## src/rtl/cosine_ridge_mountain_height_unit_defines.svh

```systemverilog
// ---------------------------------------------------------------------------
// Cosine ridge mountain height unit: assertion macros
// Shared property macros for the height unit, empty for synthesis.
// ---------------------------------------------------------------------------
`ifndef COSINE_RIDGE_MOUNTAIN_HEIGHT_UNIT_DEFINES_SVH
`define COSINE_RIDGE_MOUNTAIN_HEIGHT_UNIT_DEFINES_SVH

`ifndef SYNTHESIS
// same-cycle implication
`define CRMH_ASSERT_IMP(lbl, clk, rst, ante, cons) \
   lbl: assert property (@(posedge clk) disable iff (rst) (ante) |-> (cons)) \
      else $error("height unit check failed");
// next-cycle implication
`define CRMH_ASSERT_NXT(lbl, clk, rst, ante, cons) \
   lbl: assert property (@(posedge clk) disable iff (rst) (ante) |=> (cons)) \
      else $error("height unit check failed");
`else
`define CRMH_ASSERT_IMP(lbl, clk, rst, ante, cons)
`define CRMH_ASSERT_NXT(lbl, clk, rst, ante, cons)
`endif

`endif

```

## src/rtl/crmh_pkg.sv

```systemverilog
// ---------------------------------------------------------------------------
// crmh_pkg
// Types, widths and constants shared by the mountain height pipeline.
// ---------------------------------------------------------------------------
`default_nettype none
package crmh_pkg;

   localparam int COMPONENT_BITS = 16;
   localparam int IN_W    = ((3 * COMPONENT_BITS + 7) / 8) * 8;
   localparam int SUM_W   = 2 * COMPONENT_BITS;
   localparam int ROOT_W  = COMPONENT_BITS;
   localparam int REM_W   = ROOT_W + 3;
   localparam int SCALE_SHIFT = 24;
   localparam int CW      = COMPONENT_BITS + 28;   // vectoring datapath
   localparam int ANG_W   = 28;                    // signed angle accumulator
   localparam int T_W     = 25;                    // angle 0..pi, pi = 2^24
   localparam int Q_W     = 33;                    // rotation datapath
   localparam int COS_W   = 32;
   localparam int CORDIC_STEPS = 24;

   localparam int HEIGHT_W = 15;
   localparam int GEO_W    = 23;
   localparam int GRAV_W   = 16;
   localparam int OUT_W    = 40;

   localparam logic [T_W-1:0] ANG_PI       = T_W'(24'hFFFFFF) + T_W'(1);
   localparam logic [T_W-1:0] ANG_HALF_PI  = T_W'(23'h400000) << 1;
   localparam logic [T_W-1:0] RIDGE_LIMIT  = T_W'(12582912);
   localparam logic [26:0]    RECIP_3      = 27'd89478486;   // ceil(2^28/3)
   localparam logic signed [Q_W-1:0] INV_GAIN = Q_W'(652032874);
   localparam logic signed [Q_W-1:0] Q30_ONE  = Q_W'(1073741824);
   localparam logic [14:0]    PEAK_HEIGHT  = 15'd32000;
   localparam logic [GRAV_W-1:0] GRAVITY_RESET = 16'd2510;

   // configuration register indexes
   localparam logic REG_TERRAIN_MODE = 1'b0;
   localparam logic REG_GRAVITY      = 1'b1;

   typedef struct packed {
      logic                         valid;
      logic                         mode;
      logic                         zero;
      logic                         ridge;
      logic signed [COMPONENT_BITS:0] neg_y;
   } side_type;

   // arctan(2^-i), pi = 2^24
   function automatic logic [ANG_W-1:0] arc_angle(input int i);
      logic [ANG_W-1:0] a;
      case (i)
         0: a = 28'd4194304;   1: a = 28'd2476042;   2: a = 28'd1308273;
         3: a = 28'd664100;    4: a = 28'd333339;    5: a = 28'd166832;
         6: a = 28'd83436;     7: a = 28'd41721;     8: a = 28'd20861;
         9: a = 28'd10430;     10: a = 28'd5215;     11: a = 28'd2608;
         12: a = 28'd1304;     13: a = 28'd652;      14: a = 28'd326;
         15: a = 28'd163;      16: a = 28'd81;       17: a = 28'd41;
         18: a = 28'd20;       19: a = 28'd10;       20: a = 28'd5;
         21: a = 28'd3;        22: a = 28'd1;        23: a = 28'd1;
         default: a = '0;
      endcase
      return a;
   endfunction

endpackage
`default_nettype wire

```

## src/rtl/crmh_sqrt.sv

```systemverilog
// ---------------------------------------------------------------------------
// crmh_sqrt
// Pipelined floor square root, one result bit per stage.
// ---------------------------------------------------------------------------
`default_nettype none
module crmh_sqrt (
   input  wire logic                       clock,
   input  wire logic                       reset,
   input  wire logic                       en,
   input  wire logic [crmh_pkg::SUM_W-1:0] rad_i,
   input  wire crmh_pkg::side_type         side_i,
   output logic [crmh_pkg::ROOT_W-1:0]     root_o,
   output crmh_pkg::side_type              side_o
);
   import crmh_pkg::*;

   logic [SUM_W-1:0]  rad_ff  [0:ROOT_W];
   logic [REM_W-1:0]  rem_ff  [0:ROOT_W];
   logic [ROOT_W-1:0] root_ff [0:ROOT_W];
   side_type          side_ff [0:ROOT_W];

   // entry stage
   always_ff @(posedge clock) begin
      if (en) begin
         rad_ff[0]  <= rad_i;
         rem_ff[0]  <= '0;
         root_ff[0] <= '0;
      end
      if (reset) begin
         side_ff[0] <= '0;
      end else if (en) begin
         side_ff[0] <= side_i;
      end
   end

   // one root bit per stage
   for (genvar j = 0; j < ROOT_W; j++) begin : g_bit
      logic [REM_W-1:0] rem_in, trial_in;
      always_comb begin
         rem_in   = {rem_ff[j][REM_W-3:0], rad_ff[j][SUM_W-1 -: 2]};
         trial_in = {1'b0, root_ff[j], 2'b01};
      end
      always_ff @(posedge clock) begin
         if (en) begin
            rad_ff[j+1] <= rad_ff[j] << 2;
            if (rem_in >= trial_in) begin
               rem_ff[j+1]  <= rem_in - trial_in;
               root_ff[j+1] <= {root_ff[j][ROOT_W-2:0], 1'b1};
            end else begin
               rem_ff[j+1]  <= rem_in;
               root_ff[j+1] <= {root_ff[j][ROOT_W-2:0], 1'b0};
            end
         end
         if (reset) begin
            side_ff[j+1] <= '0;
         end else if (en) begin
            side_ff[j+1] <= side_ff[j];
         end
      end
   end

   assign root_o = root_ff[ROOT_W];
   assign side_o = side_ff[ROOT_W];

endmodule
`default_nettype wire

```

## config.mk

```make
export PLATFORM = sky130hd
export DESIGN_NAME = crmh_sqrt
export DESIGN_NICKNAME = d
export VERILOG_FILES = /design/src/rtl/cosine_ridge_mountain_height_unit_defines.svh /design/src/rtl/crmh_pkg.sv /design/src/rtl/crmh_sqrt.sv
export SDC_FILE = /design/constraint.sdc
export NUM_CORES = 1
export LEC_CHECK = 0
export ABC_CLOCK_PERIOD_IN_PS = 6500
export BUFFER_PORTS_ARGS = -buffer_cell sky130_fd_sc_hd__buf_2
export CAP_MARGIN = 20
export CORE_MARGIN = 4
export CORE_UTILIZATION = 63
export DETAILED_ROUTE_END_ITERATION = 6
export HOLD_SLACK_MARGIN = 0.02
export PLACE_DENSITY = 0.8
export SLEW_MARGIN = 20
export SYNTH_ARGS = -nofsm -noshare
export SYNTH_HDL_FRONTEND = slang
export SYNTH_SLANG_ARGS = --single-unit
```

## constraint.sdc

```tcl
create_clock -name clock -period 6.5 [get_ports clock]
set_input_delay 0 -clock clock [delete_from_list [all_inputs] [get_ports clock]]
set_output_delay 0 -clock clock [all_outputs]
set_load 0.03 [all_outputs]
```

### Word level (Yosys, flattened, before mapping)

Memories as Yosys holds them, arrays and structs flattened.
Index checks and enable logic that the tools add are counted.

* memories: 4
* word-level logic and storage cells: 236
* bits of input ports: 56
* flip-flop bits (word level): 0
* bits in writable memories: 1496
* output and inout bits: 37

Memories
* rad_ff: depth 17, width 32, read ports 16, clocked after memory_dff 0, wr ports 17, line crmh_sqrt.sv:17 `logic [SUM_W-1:0] rad_ff [0:ROOT_W];`
* side_ff: depth 17, width 21, read ports 17, clocked after memory_dff 0, wr ports 17, line crmh_sqrt.sv:20 `side_type side_ff [0:ROOT_W];`
* rem_ff: depth 17, width 19, read ports 16, clocked after memory_dff 0, wr ports 17, line crmh_sqrt.sv:18 `logic [REM_W-1:0] rem_ff [0:ROOT_W];`
* root_ff: depth 17, width 16, read ports 17, clocked after memory_dff 0, wr ports 17, line crmh_sqrt.sv:19 `logic [ROOT_W-1:0] root_ff [0:ROOT_W];`

* order comparisons: 16
* add/subtract/negate cells: 16
* bitwise operators: 49
* muxes and demuxes: 151

Operators with widths (count)
* 2-to-1 mux 21 bit: 17
* >= comparator 19 x 18 -> 1 bit: 16
* 2-to-1 mux 19 bit: 16
* subtractor 19 x 18 -> 19 bit: 16
* 2-to-1 mux 16 bit: 16
* 2-to-1 mux 1 bit: 102
* OR 1 bit: 49

### Logic depth before layout (Yosys ltp)

An unclocked memory read counts as a cell.

* depth in word-level cells: 6
* depth in mapped cells: 12
* mapped depth without buffers: 9

### Least setup slack after synthesis

OpenSTA, ideal clock, no wires.

* kind: input -> register
* start point: input en
* end point: memory side_ff[0][0] (netlist bit) (enable)
* setup time: 573 ps
* required time: 5927 ps
* setup slack: 886 ps
* arrival: 5042 ps
* buffers on the path: 3
* cell stages on the path: 4
* cell sequence: clkbuf_1 -> clkbuf_1 -> clkbuf_1 -> or2_2

RTL lines
* start, declared: line crmh_sqrt.sv:9 `input wire logic en,`
* end, declared: line crmh_sqrt.sv:20

==> metrics.txt <==
Worst IR Drop VDD about 0.29 mV; Worst Setup SP rem_ff[11][4]; worst min path class input pin to flop; gr ovfl total 0; final period utilization 55.2%; CTS max path bufs 3; worst r2r src rem_ff[11][4]; CTS Buf Count 99; Slew @ Worst Pin between 1 and 1.5 ns; Area Overhead vs Synth 12.2%; fin worst setup slack between 2 and 3 ns; Slew Limit Fails 0; crit path max-delay cell type and3b_1; number of synthesized flops with an enable pin around 1000; Final Hold Fails 0; Routed WL 70800 um; worst r2r path cells 8; clock slew at reported path FFs approximately 0.060 ns; Slew headroom a little under a third; RSZ-0062 raised after global routing no; Die H 268 um; Seq cells post-synth about 1000; Yosys Warn Count 0; leak pwr ~19 nW; port buffer count between 90 and 100; initial core utilization 63.5%; fin crit period between 3 and 4 ns; clock sink total 1002; IO Pins a little over 90; GRT Util Overall slightly below 20%; GPL Wtd Cong 0.902; Hold Path Stages 2; post-layout net count approximately 3400; Worst Setup End Kind flop; fraction of final layout cells sized beyond drive strength 1 ~8.6%; # fillers roughly 4200; worst reg-to-reg setup slack around 2.9 ns; Clock Skew 0.0344 ns; max cap viols 0; slowest cell delay on critical path about 0.8 ns; DRT Pass-1 Iters 5; top area cells in the synthesized netlist edfxtp_1 (71%), and2_1 (5.6%), ha_1 (4.5%), xnor2_1 (1.8%), inv_1 (1.6%); sequential-to-total area share from yosys stat between 70 and 80%; Mapped Area around 43000 sq um; Core Util, Final 71.2%; core region area around 67000 sq um; DR DRC count 0; post-CTS sizing 0; Detail Route Antenna Nets 0; Vias/cell about 5.6; hold path startpoint rad_i[8]; H-tree Lvls 3; Synth area leader edfxtp_1; CP max FO 25; clock root buffer clkbuf_16; CP required about 7 ns; P per Cell Area 316 nW/um^2; first-pass GRT wire length 115000 um; WL per Instance 17.3 um; crit path cell chain ha_1, a21oi_1, a21oi_1, a2111oi_1, a21oi_1, and3b_1, inv_1, mux2_2; area of the multi-input gates around 11000 sq um; FMAX between 200 and 300 MHz; Async SR Flop Fraction 0%; largest net degree at the start of global routing about 360; initial antenna violation count 0; CP Launch Type flop; run status complete, no violations; n_diodes 0; critical path class flop to flop; # rows 95; DP Wirelength ~44000 um; Yosys top cell area share a little over two thirds; Worst path most repeated cell a21oi_1; pre-CTS setup slack ~2.7 ns; CTS tree done; Die ar. 71700 sq um; DRC violation total after the first TritonRoute iteration approximately 1800; setup_tns 0 ns; Syn Nets between 3000 and 4000; library cells used by synthesis between 60 and 70; worst path arrival time 3.96 ns; Final Setup Violations 0; number of global-route vias before repair between 20000 and 25000; worst skew pair latency 0.65 ns; Die W ~270 um; Setup Fix Bufs, Post-CTS 0; vias about 23000; syn avg cell area between 10 and 15 sq um; ys flop type edfxtp_1; cts hold-fix bufs 65; Sequential Area approximately 30000 sq um; Syn Inst Count slightly below 3000
==> final timing paths <==
check                         to
hold / removal      rad_ff[0][8]
hold reg to reg    rad_ff[0][39]
setup / recovery  rem_ff[12][11]
setup reg to reg  rem_ff[12][11]
==> cells in the final DEF (no fill, tap or decap), drive strengths merged, types with 42 or more instances in the layout <==
master / n
edfxtp: 1001
and2: 380
inv: 187
ha: 153
nor2: 146
nand2: 134
clkbuf: 124
a21oi: 119
o21ai: 112
buf: 105
xnor2: 88
xor2: 73
dlygate4sd3: 65
clkinv: 46
nor3: 42
==> stage by stage <==
stage / std cells / hold slack [ns] / power, W / cell area [sq um]
after floorplan: 2973 / 0.0989 / 0.00921 / 42500
after global placement: 3853 / 0.176 / 0.00958 / 43900
after detailed placement: 3853 / 0.178 / 0.00965 / 43900
after CTS: 4100 / 0.0200 / 0.0152 / 47700
after global routing: 4101 / 0.0264 / 0.0157 / 47700
final: 4101 / 0.0574 / 0.0151 / 47700
==> area by class of cell <==
type	instances	share of cell area (%)
Sequential cell	1002	63.0
Inverter	185	1.46
Multi-Input combinational cell	1689	23.9
Clock buffer	124	5.39
Tap cell	873	2.29
Timing Repair Buffer	170	2.73
Clock inverter	58	1.24
==> logic make-up after synthesis <==
group                      count (synthesis)  share of synthesized area [%]
xor gates and xnor gates                 161                           3.31
AOI/OAI and AO/OA                        416                           6.10
buffers and inverters                    282                           2.56
adders and majority gates                153                           4.50
muxes                                     27                          0.727
and+or+nand+nor                          932                           12.1
DFF                                     1002                           70.7
==> power by group <==
group / internal, W / leakage [nW] / switching (W)
clock network: 0.00312 / 1.53 / 0.00238
logic: 0.000647 / 6.91 / 0.000892
registers: 0.00777 / 10.1 / 0.000266
total: 0.0115 / 18.6 / 0.00354
==> sequential cells by signal, indices dropped and copies added, names as in the netlist <==
| name | flops |
|---|---|
| rem_ff | 237 |
| root_ff | 136 |
| side_ff | 357 |
| rad_ff | 272 |
==> synthesized netlist by cell type, types with 9 or more instances <==
library cell / number
o21a_1: 39
nand3_1: 23
nand2_1: 133
and2_1: 380
inv_1: 184
a211oi_1: 13
nor2_1: 146
a21o_1: 38
or3_1: 34
o21ai_0: 112
nor4b_1: 9
nor4_1: 31
edfxtp_1: 1001
ha_1: 153
and3_1: 15
clkbuf_1: 88
a21oi_1: 119
o31ai_1: 11
nand2b_1: 34
o21bai_1: 10
nand4_1: 19
xor2_1: 73
or4_1: 10
xnor2_1: 88
nor2b_1: 23
a31oi_1: 11
mux2_2: 19
nor3_1: 42
o211ai_1: 11
==> metal layers <==
layer / vias to the layer above / part of all wire (%) / GRT usage, %
met5: - / 0 / 0
met4: 0 / 2.6 / 6.39
met3: 147 / 4.3 / 3.05
met2: 534 / 51 / 35.1
met1: 11100 / 42 / 25.5
li1: 11200 / - / -
==> critical path: cells and delay by family, from the launching register on <==
| kind | cells | cell delay (ns) |
|---|---|---|
| simple gates | 1 | 0.80 |
| fa+ha+maj | 1 | 0.37 |
| compound gates | 4 | 1.32 |
| flops | 1 | 0.40 |
| mux | 1 | 0.31 |
| buf+inv | 1 | 0.14 |
(Power assumes the default switching activity.)
